`config.mk`:
```
export PLATFORM = sky130hd
export DESIGN_NAME = gamepad_button_repeat_scaler_flat
export DESIGN_NICKNAME = d
export VERILOG_FILES = /design/src/grs_pkg.sv /design/src/grs_ifs.sv /design/src/gamepad_button_repeat_scaler.sv /design/src/flat_wrapper.sv
export SDC_FILE = /design/constraint.sdc
export NUM_CORES = 1
export LEC_CHECK = 0
export ABC_AREA = 1
export BUFFER_PORTS_ARGS = -buffer_cell sky130_fd_sc_hd__buf_4
export CAP_MARGIN = 20
export CORE_ASPECT_RATIO = 1.4
export CORE_UTILIZATION = 40
export CTS_BUF_LIST = sky130_fd_sc_hd__clkbuf_2 sky130_fd_sc_hd__clkbuf_4 sky130_fd_sc_hd__clkbuf_8
export DETAILED_ROUTE_END_ITERATION = 7
export SETUP_SLACK_MARGIN = 0.4
export SLEW_MARGIN = 20
export SYNTH_ARGS = -nofsm -noshare
export SYNTH_HDL_FRONTEND = slang
export SYNTH_SLANG_ARGS = --single-unit
```
`constraint.sdc`:
```
create_clock -name clk -period 9.3 [get_ports clk]
set_input_delay 1.395 -clock clk [delete_from_list [all_inputs] [get_ports clk]]
set_output_delay 1.395 -clock clk [all_outputs]
set_load 0.02 [all_outputs]
```
`src/grs_pkg.sv`:
```
// Shared types and constants for the gamepad button repeat scaler.
package grs_pkg;

    localparam int PORT_W    = 2;
    localparam int STICK_W   = 8;
    localparam int BTN_W     = 16;
    localparam int SCALED_W  = 18;
    localparam int TIMER_W   = 10;
    localparam int CFG_W     = 8;
    localparam int CFG_IDX_W = 3;
    localparam int GAIN_A_W  = 10;
    localparam int GAIN_R_W  = 3;

    typedef enum logic [CFG_IDX_W-1:0] {
        CFG_GAIN_X        = 3'd0,
        CFG_GAIN_Y        = 3'd1,
        CFG_INITIAL_DELAY = 3'd2,
        CFG_REPEAT_DELAY  = 3'd3,
        CFG_TICK_STEP     = 3'd4
    } cfg_idx_t;

    localparam int GAIN_RESET          = 70;
    localparam int INITIAL_DELAY_RESET = 10;
    localparam int REPEAT_DELAY_RESET  = 5;
    localparam int TICK_STEP_RESET     = 1;

    // gain * 16 = 5 * a + r, so stick * gain * 16 / 5 = stick * a + stick * r / 5
    localparam int GAIN_A_RESET = (GAIN_RESET * 16) / 5;
    localparam int GAIN_R_RESET = (GAIN_RESET * 16) % 5;

    typedef struct packed {
        logic [GAIN_A_W-1:0] a;
        logic [GAIN_R_W-1:0] r;
    } gain_split_t;

endpackage

```
`src/grs_ifs.sv`:
```
// Request, result and configuration channel interfaces.
interface grs_poll_if import grs_pkg::*; ();
    logic                      valid;
    logic                      ready;
    logic [PORT_W-1:0]         port;
    logic                      read_error;
    logic signed [STICK_W-1:0] stick_x;
    logic signed [STICK_W-1:0] stick_y;
    logic [BTN_W-1:0]          buttons;

    modport source(output valid, port, read_error, stick_x, stick_y, buttons, input ready);
    modport sink(input valid, port, read_error, stick_x, stick_y, buttons, output ready);
endinterface

interface grs_result_if import grs_pkg::*; ();
    logic                       valid;
    logic                       ready;
    logic                       connected;
    logic signed [SCALED_W-1:0] scaled_x;
    logic signed [SCALED_W-1:0] scaled_y;
    logic [BTN_W-1:0]           held_buttons;
    logic [BTN_W-1:0]           pressed_edges;
    logic [BTN_W-1:0]           repeat_buttons;

    modport source(output valid, connected, scaled_x, scaled_y, held_buttons,
                   pressed_edges, repeat_buttons, input ready);
    modport sink(input valid, connected, scaled_x, scaled_y, held_buttons,
                 pressed_edges, repeat_buttons, output ready);
endinterface

interface grs_cfg_if import grs_pkg::*; ();
    logic                 valid;
    logic                 ready;
    logic [CFG_IDX_W-1:0] index;
    logic [CFG_W-1:0]     data;

    modport source(output valid, index, data, input ready);
    modport sink(input valid, index, data, output ready);
endinterface

```
`src/gamepad_button_repeat_scaler.sv`:
```
// Gamepad poll processor: per-port edge detect, auto-repeat and stick scaling.
//
// One poll request in, one result out. A request is accepted every cycle as long
// as the result side keeps up; its result passes through the input register and
// then the result register. The rate is set by the per-port state
// read-modify-write, which completes between the two registers, so back-to-back
// polls of the same port see each other's updates. Configuration writes are
// always accepted and must only occur while idle. Polls of a port number at or
// above NUM_PORTS leave state untouched and give an all-zero result.
module gamepad_button_repeat_scaler import grs_pkg::*; #(
    parameter int NUM_PORTS = 4
) (
    input  logic         clk,
    input  logic         rst_n,
    grs_poll_if.sink     poll,
    grs_result_if.source result,
    grs_cfg_if.sink      cfg
);

    localparam int PIDX_W = (NUM_PORTS > 1) ? $clog2(NUM_PORTS) : 1;

    function automatic gain_split_t split_gain(input logic [CFG_W-1:0] g);
        logic [11:0]   x16;
        logic [23:0]   prod;
        logic [11:0]   rem;
        gain_split_t   res;
        x16   = {g, 4'b0000};
        prod  = 24'(x16) * 24'd3277;
        res.a = prod[23:14];
        rem   = x16 - ({2'b00, res.a} * 12'd5);
        res.r = rem[GAIN_R_W-1:0];
        return res;
    endfunction

    // trunc(s * gain * 16 / 5) in Q.8
    function automatic logic [SCALED_W-1:0] scale_axis(
        input logic signed [STICK_W-1:0] s,
        input gain_split_t               gs
    );
        logic [STICK_W-1:0]  mag;
        logic [SCALED_W-1:0] main;
        logic [9:0]          small_p;
        logic [17:0]         recip;
        logic [SCALED_W-1:0] sum;
        mag  = s[STICK_W-1] ? STICK_W'(-s) : STICK_W'(s);
        main = SCALED_W'(mag) * SCALED_W'(gs.a);
        case (gs.r)
            3'd1:    small_p = {2'b00, mag};
            3'd2:    small_p = {1'b0, mag, 1'b0};
            3'd3:    small_p = {1'b0, mag, 1'b0} + {2'b00, mag};
            3'd4:    small_p = {mag, 2'b00};
            default: small_p = '0;
        endcase
        recip = 18'(small_p) * 18'd205;
        sum   = main + SCALED_W'(recip[17:10]);
        return s[STICK_W-1] ? SCALED_W'(-sum) : sum;
    endfunction

    // configuration
    gain_split_t      gain_x_reg;
    gain_split_t      gain_y_reg;
    logic [CFG_W-1:0] initial_delay_reg;
    logic [CFG_W-1:0] repeat_delay_reg;
    logic [CFG_W-1:0] tick_step_reg;

    assign cfg.ready = 1'b1;

    always_ff @(posedge clk or negedge rst_n)
    begin
        if (!rst_n)
        begin
            gain_x_reg        <= '{a: GAIN_A_W'(GAIN_A_RESET), r: GAIN_R_W'(GAIN_R_RESET)};
            gain_y_reg        <= '{a: GAIN_A_W'(GAIN_A_RESET), r: GAIN_R_W'(GAIN_R_RESET)};
            initial_delay_reg <= CFG_W'(INITIAL_DELAY_RESET);
            repeat_delay_reg  <= CFG_W'(REPEAT_DELAY_RESET);
            tick_step_reg     <= CFG_W'(TICK_STEP_RESET);
        end
        else if (cfg.valid)
        begin
            unique case (cfg_idx_t'(cfg.index))
                CFG_GAIN_X:        gain_x_reg        <= split_gain(cfg.data);
                CFG_GAIN_Y:        gain_y_reg        <= split_gain(cfg.data);
                CFG_INITIAL_DELAY: initial_delay_reg <= cfg.data;
                CFG_REPEAT_DELAY:  repeat_delay_reg  <= cfg.data;
                CFG_TICK_STEP:     tick_step_reg     <= cfg.data;
                default:           ;
            endcase
        end
    end

    // handshake
    logic s1_valid_reg;
    logic out_valid_reg;
    logic advance;
    logic poll_accept;

    assign advance     = s1_valid_reg && (!out_valid_reg || result.ready);
    assign poll.ready  = !s1_valid_reg || advance;
    assign poll_accept = poll.valid && poll.ready;

    always_ff @(posedge clk or negedge rst_n)
    begin
        if (!rst_n)
        begin
            s1_valid_reg  <= 1'b0;
            out_valid_reg <= 1'b0;
        end
        else
        begin
            if (poll.ready)
                s1_valid_reg <= poll.valid;
            if (advance)
                out_valid_reg <= 1'b1;
            else if (result.ready)
                out_valid_reg <= 1'b0;
        end
    end

    // input register
    logic [PORT_W-1:0]         s1_port_reg;
    logic                      s1_err_reg;
    logic signed [STICK_W-1:0] s1_sx_reg;
    logic signed [STICK_W-1:0] s1_sy_reg;
    logic [BTN_W-1:0]          s1_btn_reg;

    always_ff @(posedge clk)
    begin
        if (poll_accept)
        begin
            s1_port_reg <= poll.port;
            s1_err_reg  <= poll.read_error;
            s1_sx_reg   <= poll.stick_x;
            s1_sy_reg   <= poll.stick_y;
            s1_btn_reg  <= poll.buttons;
        end
    end

    // per-port state
    logic                      conn_reg  [NUM_PORTS];
    logic [BTN_W-1:0]          prev_reg  [NUM_PORTS];
    logic [BTN_W-1:0]          held_reg  [NUM_PORTS];
    logic signed [TIMER_W-1:0] timer_reg [NUM_PORTS];

    logic [PIDX_W-1:0]         s1_pidx;
    logic                      s1_in_range;
    logic [BTN_W-1:0]          prev_cur;
    logic [BTN_W-1:0]          held_cur;
    logic signed [TIMER_W-1:0] timer_cur;
    logic signed [TIMER_W-1:0] timer_dec;

    logic                      conn_next;
    logic [BTN_W-1:0]          prev_next;
    logic [BTN_W-1:0]          held_next;
    logic signed [TIMER_W-1:0] timer_next;

    logic                      connected_next;
    logic [SCALED_W-1:0]       scaled_x_next;
    logic [SCALED_W-1:0]       scaled_y_next;
    logic [BTN_W-1:0]          held_buttons_next;
    logic [BTN_W-1:0]          pressed_edges_next;
    logic [BTN_W-1:0]          repeat_buttons_next;

    assign s1_pidx     = PIDX_W'(s1_port_reg);
    assign s1_in_range = 32'(s1_port_reg) < NUM_PORTS;
    assign prev_cur    = prev_reg[s1_pidx];
    assign held_cur    = held_reg[s1_pidx];
    assign timer_cur   = timer_reg[s1_pidx];
    assign timer_dec   = timer_cur - TIMER_W'(tick_step_reg);

    always_comb
    begin
        conn_next           = 1'b0;
        prev_next           = '0;
        held_next           = '0;
        timer_next          = '0;
        connected_next      = 1'b0;
        scaled_x_next       = '0;
        scaled_y_next       = '0;
        held_buttons_next   = '0;
        pressed_edges_next  = '0;
        repeat_buttons_next = '0;
        if (s1_in_range && !s1_err_reg)
        begin
            conn_next          = 1'b1;
            prev_next          = s1_btn_reg;
            held_next          = held_cur;
            connected_next     = 1'b1;
            scaled_x_next      = scale_axis(s1_sx_reg, gain_x_reg);
            scaled_y_next      = scale_axis(s1_sy_reg, gain_y_reg);
            held_buttons_next  = s1_btn_reg;
            pressed_edges_next = s1_btn_reg & ~prev_cur;
            if (s1_btn_reg != held_cur)
            begin
                held_next           = s1_btn_reg;
                repeat_buttons_next = s1_btn_reg;
                timer_next          = TIMER_W'(initial_delay_reg);
            end
            else if (timer_dec < 0)
            begin
                repeat_buttons_next = held_cur;
                timer_next          = TIMER_W'(repeat_delay_reg);
            end
            else
            begin
                timer_next = timer_dec;
            end
        end
    end

    always_ff @(posedge clk or negedge rst_n)
    begin
        if (!rst_n)
        begin
            for (int i = 0; i < NUM_PORTS; i++)
            begin
                conn_reg[i]  <= 1'b1;
                prev_reg[i]  <= '0;
                held_reg[i]  <= '0;
                timer_reg[i] <= '0;
            end
        end
        else if (advance && s1_in_range)
        begin
            conn_reg[s1_pidx]  <= conn_next;
            prev_reg[s1_pidx]  <= prev_next;
            held_reg[s1_pidx]  <= held_next;
            timer_reg[s1_pidx] <= timer_next;
        end
    end

    // result register
    logic                connected_reg;
    logic [SCALED_W-1:0] scaled_x_reg;
    logic [SCALED_W-1:0] scaled_y_reg;
    logic [BTN_W-1:0]    held_buttons_reg;
    logic [BTN_W-1:0]    pressed_edges_reg;
    logic [BTN_W-1:0]    repeat_buttons_reg;

    always_ff @(posedge clk)
    begin
        if (advance)
        begin
            connected_reg      <= connected_next;
            scaled_x_reg       <= scaled_x_next;
            scaled_y_reg       <= scaled_y_next;
            held_buttons_reg   <= held_buttons_next;
            pressed_edges_reg  <= pressed_edges_next;
            repeat_buttons_reg <= repeat_buttons_next;
        end
    end

    assign result.valid          = out_valid_reg;
    assign result.connected      = connected_reg;
    assign result.scaled_x       = scaled_x_reg;
    assign result.scaled_y       = scaled_y_reg;
    assign result.held_buttons   = held_buttons_reg;
    assign result.pressed_edges  = pressed_edges_reg;
    assign result.repeat_buttons = repeat_buttons_reg;

    // checks
    a_err_clears: assert property (@(posedge clk) disable iff (!rst_n)
        (advance && s1_err_reg) |=> (result.valid && !result.connected
            && result.held_buttons == '0 && result.repeat_buttons == '0))
        else $error("error poll did not give a cleared result");

    a_edges_held: assert property (@(posedge clk) disable iff (!rst_n)
        out_valid_reg |-> ((pressed_edges_reg & ~held_buttons_reg) == '0))
        else $error("pressed edge outside held buttons");

    a_timer_nonneg: assert property (@(posedge clk) disable iff (!rst_n)
        (s1_valid_reg && s1_in_range) |-> !timer_cur[TIMER_W-1])
        else $error("stored repeat timer negative");

    a_stall_only_full: assert property (@(posedge clk) disable iff (!rst_n)
        !poll.ready |-> (s1_valid_reg && out_valid_reg && !result.ready))
        else $error("request side stalled without a full pipeline");

    a_accept_loads: assert property (@(posedge clk) disable iff (!rst_n)
        poll_accept |=> s1_valid_reg)
        else $error("accepted request lost");

endmodule
```
`src/flat_wrapper.sv`:
```
// flat-port wrapper written by rule: the top's interface ports become plain ports
module gamepad_button_repeat_scaler_flat import grs_pkg::*;
#(
    parameter int NUM_PORTS = 4
)
  (clk, rst_n, poll_valid, poll_port, poll_read_error, poll_stick_x, poll_stick_y, poll_buttons, poll_ready, result_valid, result_connected, result_scaled_x, result_scaled_y, result_held_buttons, result_pressed_edges, result_repeat_buttons, result_ready, cfg_valid, cfg_index, cfg_data, cfg_ready);
  grs_poll_if poll_i ();
  grs_result_if result_i ();
  grs_cfg_if cfg_i ();
  input  logic clk;
  input  logic rst_n;
  input wire logic [$bits(poll_i.valid)-1:0] poll_valid;
  input wire logic [$bits(poll_i.port)-1:0] poll_port;
  input wire logic [$bits(poll_i.read_error)-1:0] poll_read_error;
  input wire logic [$bits(poll_i.stick_x)-1:0] poll_stick_x;
  input wire logic [$bits(poll_i.stick_y)-1:0] poll_stick_y;
  input wire logic [$bits(poll_i.buttons)-1:0] poll_buttons;
  output wire logic [$bits(poll_i.ready)-1:0] poll_ready;
  output wire logic [$bits(result_i.valid)-1:0] result_valid;
  output wire logic [$bits(result_i.connected)-1:0] result_connected;
  output wire logic [$bits(result_i.scaled_x)-1:0] result_scaled_x;
  output wire logic [$bits(result_i.scaled_y)-1:0] result_scaled_y;
  output wire logic [$bits(result_i.held_buttons)-1:0] result_held_buttons;
  output wire logic [$bits(result_i.pressed_edges)-1:0] result_pressed_edges;
  output wire logic [$bits(result_i.repeat_buttons)-1:0] result_repeat_buttons;
  input wire logic [$bits(result_i.ready)-1:0] result_ready;
  input wire logic [$bits(cfg_i.valid)-1:0] cfg_valid;
  input wire logic [$bits(cfg_i.index)-1:0] cfg_index;
  input wire logic [$bits(cfg_i.data)-1:0] cfg_data;
  output wire logic [$bits(cfg_i.ready)-1:0] cfg_ready;
  assign poll_i.valid = poll_valid;
  assign poll_i.port = poll_port;
  assign poll_i.read_error = poll_read_error;
  assign poll_i.stick_x = poll_stick_x;
  assign poll_i.stick_y = poll_stick_y;
  assign poll_i.buttons = poll_buttons;
  assign poll_ready = poll_i.ready;
  assign result_valid = result_i.valid;
  assign result_connected = result_i.connected;
  assign result_scaled_x = result_i.scaled_x;
  assign result_scaled_y = result_i.scaled_y;
  assign result_held_buttons = result_i.held_buttons;
  assign result_pressed_edges = result_i.pressed_edges;
  assign result_repeat_buttons = result_i.repeat_buttons;
  assign result_i.ready = result_ready;
  assign cfg_i.valid = cfg_valid;
  assign cfg_i.index = cfg_index;
  assign cfg_i.data = cfg_data;
  assign cfg_ready = cfg_i.ready;
  gamepad_button_repeat_scaler #(.NUM_PORTS(NUM_PORTS)) u_core (.clk(clk), .rst_n(rst_n), .poll(poll_i), .result(result_i), .cfg(cfg_i));
endmodule
```
==> qor.yml, run 1 <==
status: "finished clean"
synth_area_per_cell_um2: 8.09
cts_buffer_depth: 3
die_width_um: 219
fin_util: 0.500
nets: 4027
rows: 111
reg2reg_to: "u_core.result.scaled_x[16]$_SDFFCE_PP0P_"
multi_input_area_mm2: 0.0165
n_fill_cell: 6199
netlist.area_leader.share: 0.193
drc: 0
worstHoldPathCells: 2
fmaxAchievable_ghz: 0.112
insertion_delay_ns: 0.68
grt_setup_unrepaired: "yes"
synth_edf_count: 120
clkTransAtPathRegs_ns: 0.06
wl_mm: 71.8
critical_path.top_delay_family: "adder cells"
finalHoldViolCount: 0
die_area_mm2: 0.0670
synth-seq-area-share: 0.340
relSlewSlack: 0.254
start_util: 0.404
wl_per_cell_um: 16.1
drt-vias-per-instance: 5.08
finalCritPeriodShare: 0.963
yosysTopAreaCell: "dfrtp_1"
drt_iter0_drc: 1332
cts_sinks: 334
fin_crit_ns: 8.96
reg2reg_depth: 50
die_h_um: 306
ys_types: 49
htree_levels: 2
cp_data_required_time_ns: 9.72
synth_area_mm2: 0.0264
cp-start-kind: "flop"
grt_use_total: 0.215
skew_ns: 0.0314
synthCells: 3260
grt_antenna_before_repair: 1
io_pins: 139
cts_buffers: 56
grt_first_pass_wirelength_mm: 115
gp_congestion: 0.893
drive_gt1_frac: 0.217
arrival_ns: 9.38
first_global_vias: 23028
path_buf_inv: 10
yosys-top-cells-area: "dfrtp_1 (19%), edfxtp_1 (14%), fa_1 (13%), nand2_1 (12%), ha_1 (12%)"
layout_commonest_cell: "nand2_1"
crit_fanout: 5
cts_hold_buf: 0
core_mm2: 0.0653
tns_ns: 0
ys_async_sr_fraction: 0.641
cts_tree: "done"
hold_class: "reg2reg"
dp_hpwl_mm: 52.8
ys.flop_type: "dfrtp_1"
hold_ws_ns: 0.468
seqCellArea_mm2: 0.00897
whs_endpoint: "u_core.held_reg[34]$_DFFE_PN0P_"
yosysWarningCount: 0
timing.final.max_slew_violations: 0
worstMarginPinSlew_ns: 1.12
path_class: "reg2reg"
area_growth_pct: 23.7
antenna_left: 0
grt_max_degree: 93
r2r-start: "u_core.s1_sx_reg[1]$_DFFE_PP_"
crit_slowest_cell: "fa_2"
min_from: "u_core.held_reg[34]$_DFFE_PN0P_"
syn_nets: 3723
mostFrequentLayoutCells: "nand2_1 (745), inv_1 (556), buf_4 (305), dfrtp_1 (203), ha_1 (202)"
max-cap-violations: 0
io_buffers: 137
ys_seq_elements: 334
drt_first_pass_iters: 6
setup_violations: 0
cts_root_buf: "clkbuf_8"
gr-total-overflow: 0
cp_slowest_stage_delay_ns: 0.54
num_vias: 22636
r2r_setup_slack_ns: 0.34
cp-end-kind: "flop"
synthesized netlist by cell type, types with 7 or more instances:
library cell	n
o21ai_0	203
dfstp_2	11
clkbuf_1	58
a21oi_1	133
buf_1	7
dfrtp_1	203
edfxtp_1	120
nand3b_1	15
a22oi_1	19
o22ai_1	17
nand4_1	63
nand2_1	835
ha_1	247
xnor2_1	16
nor3_1	26
nand2_2	10
or2_2	9
buf_4	7
fa_1	165
inv_1	591
nand3_1	144
a211oi_1	13
xor2_1	27
clkinv_1	10
o21bai_1	9
nor2_1	239
worst max path at each step:
stage | startpoint | end | slack (ns) | cells past startpoint
3_3_place_gp | u_core.s1_sy_reg[0]$_DFFE_PP_ | u_core.result.scaled_y[16]$_SDFFCE_PP0P_ | -0.09 | 48
5_1_grt | u_core.s1_sx_reg[0]$_DFFE_PP_ | u_core.result.scaled_x[15]$_SDFFCE_PP0P_ | -0.15 | 52
6_report | u_core.s1_sx_reg[1]$_DFFE_PP_ | u_core.result.scaled_x[16]$_SDFFCE_PP0P_ | 0.34 | 50
3_5_place_dp | u_core.s1_sy_reg[0]$_DFFE_PP_ | u_core.result.scaled_y[16]$_SDFFCE_PP0P_ | -0.20 | 48
2_1_floorplan | u_core.s1_sx_reg[0]$_DFFE_PP_ | u_core.result.scaled_x[16]$_SDFFCE_PP0P_ | 0.41 | 52
4_1_cts | u_core.s1_sx_reg[1]$_DFFE_PP_ | u_core.result.scaled_x[17]$_SDFFCE_PP0P_ | 0.28 | 58
cell families after synthesis:
| group | synth area share |
|---|---|
| compound gates | 0.0906 |
| xor+xnor | 0.0143 |
| fa+ha+maj | 0.242 |
| buf+inv | 0.0982 |
| flops | 0.340 |
| other cells | 0.000142 |
| simple gates | 0.214 |
timing repair:
item,4_1_cts,5_1_grt
gates resized for setup,181,206
setup buffers,57,24
pin swaps,113,149
setup endpoints to repair,20,25
area by class of cell:
cell class | count | share of cell area
tap | 847 | 0.0325
timing repair buffer | 324 | 0.0774
antenna | 1 | 0.0000767
clock buffer | 87 | 0.0329
clock inverter | 18 | 0.00713
multi-input combinational | 2245 | 0.505
sequential | 334 | 0.275
inverter | 603 | 0.0696
worst register-to-register path: cells and delay by family, from the launching register on:
family,cells,cell delay (ns)
AO/OA/AOI/OAI,4,0.61
XOR/XNOR,1,0.16
adder cells (fa/ha/maj),11,4.47
buffers and inverters,10,0.88
flip-flops,1,0.41
AND/OR/NAND/NOR,24,2.20
per-stage QoR:
step / worst slack (ns) / instances / instance area (µm²)
after floorplan: 0.409 / 3260 / 26500
after global placement: -0.0906 / 4272 / 29100
after detailed placement: -0.195 / 4272 / 29100
after CTS: 0.282 / 4434 / 31600
after global routing: -0.150 / 4459 / 32600
final: 0.341 / 4459 / 32600
routing by layer:
metal / global-route usage / wire (µm) / share of wire / vias to the layer above
li1: - / - / - / 11049
met1: 0.240 / 27800 / 0.39 / 10859
met2: 0.411 / 38700 / 0.54 / 547
met3: 0.0259 / 2810 / 0.039 / 181
met4: 0.0772 / 2470 / 0.034 / 0
met5: 0 / 0 / 0 / -
Power of run 1 is left out: the tool's default activity adds up to more than one toggle a clock period on the data nets, which glitch-free logic cannot reach.
==> inputs of run 2 (changes only) <==
- CORE_ASPECT_RATIO: 1.4 -> 0.75
==> run 2 against run 1 <==
Compared with the run above:
- sequential share of layout area is 0.59 points lower
- wire length is 5.7% higher
- largest cell class unchanged
- cell area is 2.2% higher
- cell count is 2.3% higher
- clock-buffer cell count stayed put
- critical path depth is 2 lower
- register-to-register slack worse by 0.12 ns
- sequential cell count stayed put
- worst hold slack better by 0.00057 ns
==> qor.yml, run 2 (same netlist as run 1, synthesis figures left out) <==
status: "finished clean"
insertion_delay_ns: 0.71
antenna_left: 0
seqCellArea_mm2: 0.00897
htree_levels: 2
cp-end-kind: "flop"
nets: 4104
drt-vias-per-instance: 4.99
start_util: 0.405
min_from: "u_core.prev_reg[59]$_DFFE_PN0P_"
r2r-start: "u_core.s1_sy_reg[0]$_DFFE_PP_"
die_h_um: 224
relSlewSlack: 0.302
reg2reg_depth: 48
dp_hpwl_mm: 54.6
grt_antenna_before_repair: 1
area_growth_pct: 26.4
io_buffers: 137
cts_sinks: 334
cp_data_required_time_ns: 9.76
drt_iter0_drc: 1680
finalCritPeriodShare: 0.976
layout_commonest_cell: "nand2_1"
worstMarginPinSlew_ns: 1.05
cts_hold_buf: 0
cts_tree: "done"
cp_slowest_stage_delay_ns: 0.55
multi_input_area_mm2: 0.0166
finalHoldViolCount: 0
crit_slowest_cell: "fa_1"
rows: 81
cts_root_buf: "clkbuf_8"
drive_gt1_frac: 0.237
first_global_vias: 21964
arrival_ns: 9.54
io_pins: 139
cp-start-kind: "flop"
wl_mm: 75.9
num_vias: 22770
timing.final.max_slew_violations: 0
cts_buffer_depth: 3
grt_setup_unrepaired: "yes"
max-cap-violations: 0
die_area_mm2: 0.0670
n_fill_cell: 6133
skew_ns: 0.0617
grt_first_pass_wirelength_mm: 119
gr-total-overflow: 0
reg2reg_to: "u_core.result.scaled_y[16]$_SDFFCE_PP0P_"
gp_congestion: 0.917
crit_fanout: 4
setup_violations: 0
wl_per_cell_um: 16.6
tns_ns: 0
die_width_um: 298
drt_first_pass_iters: 6
clkTransAtPathRegs_ns: 0.06
mostFrequentLayoutCells: "nand2_1 (745), inv_1 (556), buf_4 (367), dfrtp_1 (203)"
worstHoldPathCells: 2
antennaDiodeCount: 0
core_mm2: 0.0652
fin_crit_ns: 9.08
fmaxAchievable_ghz: 0.110
whs_endpoint: "u_core.prev_reg[59]$_DFFE_PN0P_"
grt_use_total: 0.225
r2r_setup_slack_ns: 0.22
cts_buffers: 56
hold_class: "reg2reg"
path_class: "reg2reg"
grt_max_degree: 125
drc: 0
==> run 2: worst max path at each step <==
stage / slack [ns] / from / to / cells after the start
6_report: 0.22 / u_core.s1_sy_reg[0]$_DFFE_PP_ / u_core.result.scaled_y[16]$_SDFFCE_PP0P_ / 48
5_1_grt: -0.21 / u_core.s1_sx_reg[1]$_DFFE_PP_ / u_core.result.scaled_x[16]$_SDFFCE_PP0P_ / 56
4_1_cts: 0.35 / u_core.s1_sx_reg[0]$_DFFE_PP_ / u_core.result.scaled_x[15]$_SDFFCE_PP0P_ / 49
3_5_place_dp: -0.06 / u_core.s1_sy_reg[0]$_DFFE_PP_ / u_core.result.scaled_y[17]$_SDFFCE_PP0P_ / 48
3_3_place_gp: 0.009 / u_core.s1_sx_reg[0]$_DFFE_PP_ / u_core.result.scaled_x[15]$_SDFFCE_PP0P_ / 47
2_1_floorplan: 0.41 / u_core.s1_sx_reg[0]$_DFFE_PP_ / u_core.result.scaled_x[16]$_SDFFCE_PP0P_ / 52
==> run 2: timing repair <==
| item | in CTS | in global routing |
|---|---|---|
| resized for setup | 188 | 231 |
| gates cloned | 0 | 0 |
| pin swaps | 138 | 136 |
| setup endpoints to repair | 21 | 27 |
| setup buffers | 64 | 28 |
==> run 2: per-stage QoR <==
stage,setup WS [ns],hold WS [ns],utilization,cell area (µm²),instances
2_1_floorplan,0.409,0.438,-,26500,3260
3_3_place_gp,0.00869,0.454,0.455,29600,4362
3_5_place_dp,-0.0562,0.457,0.455,29600,4362
4_1_cts,0.353,0.475,0.494,32200,4532
5_1_grt,-0.209,0.489,0.512,33300,4560
6_report,0.225,0.469,0.512,33300,4560
==> run 2: worst max-delay path, delay by kind of cell (launching register included) <==
kind	cells	cell delay, ns
XOR/XNOR	2	0.32
adder cells (fa/ha/maj)	12	4.54
AO/OA/AOI/OAI	6	0.77
flip-flops	1	0.46
buffers and inverters	8	0.65
AND/OR/NAND/NOR	20	2.11
==> run 2: layer usage <==
layer,GRT usage,wire length [µm],vias up
li1,-,-,11195
met1,0.348,37700,10808
met2,0.319,31000,673
met3,0.0447,5910,92
met4,0.0491,1260,2
met5,0,17,-
==> run 2: area by class of cell <==
type / count / area share
Multi-Input combinational cell: 2245 / 0.498
Inverter: 603 / 0.0682
Timing Repair Buffer: 401 / 0.0945
Clock inverter: 19 / 0.00522
Clock buffer: 87 / 0.0320
Tap cell: 871 / 0.0327
Sequential cell: 334 / 0.269
Power of run 2 is left out for the same reason.
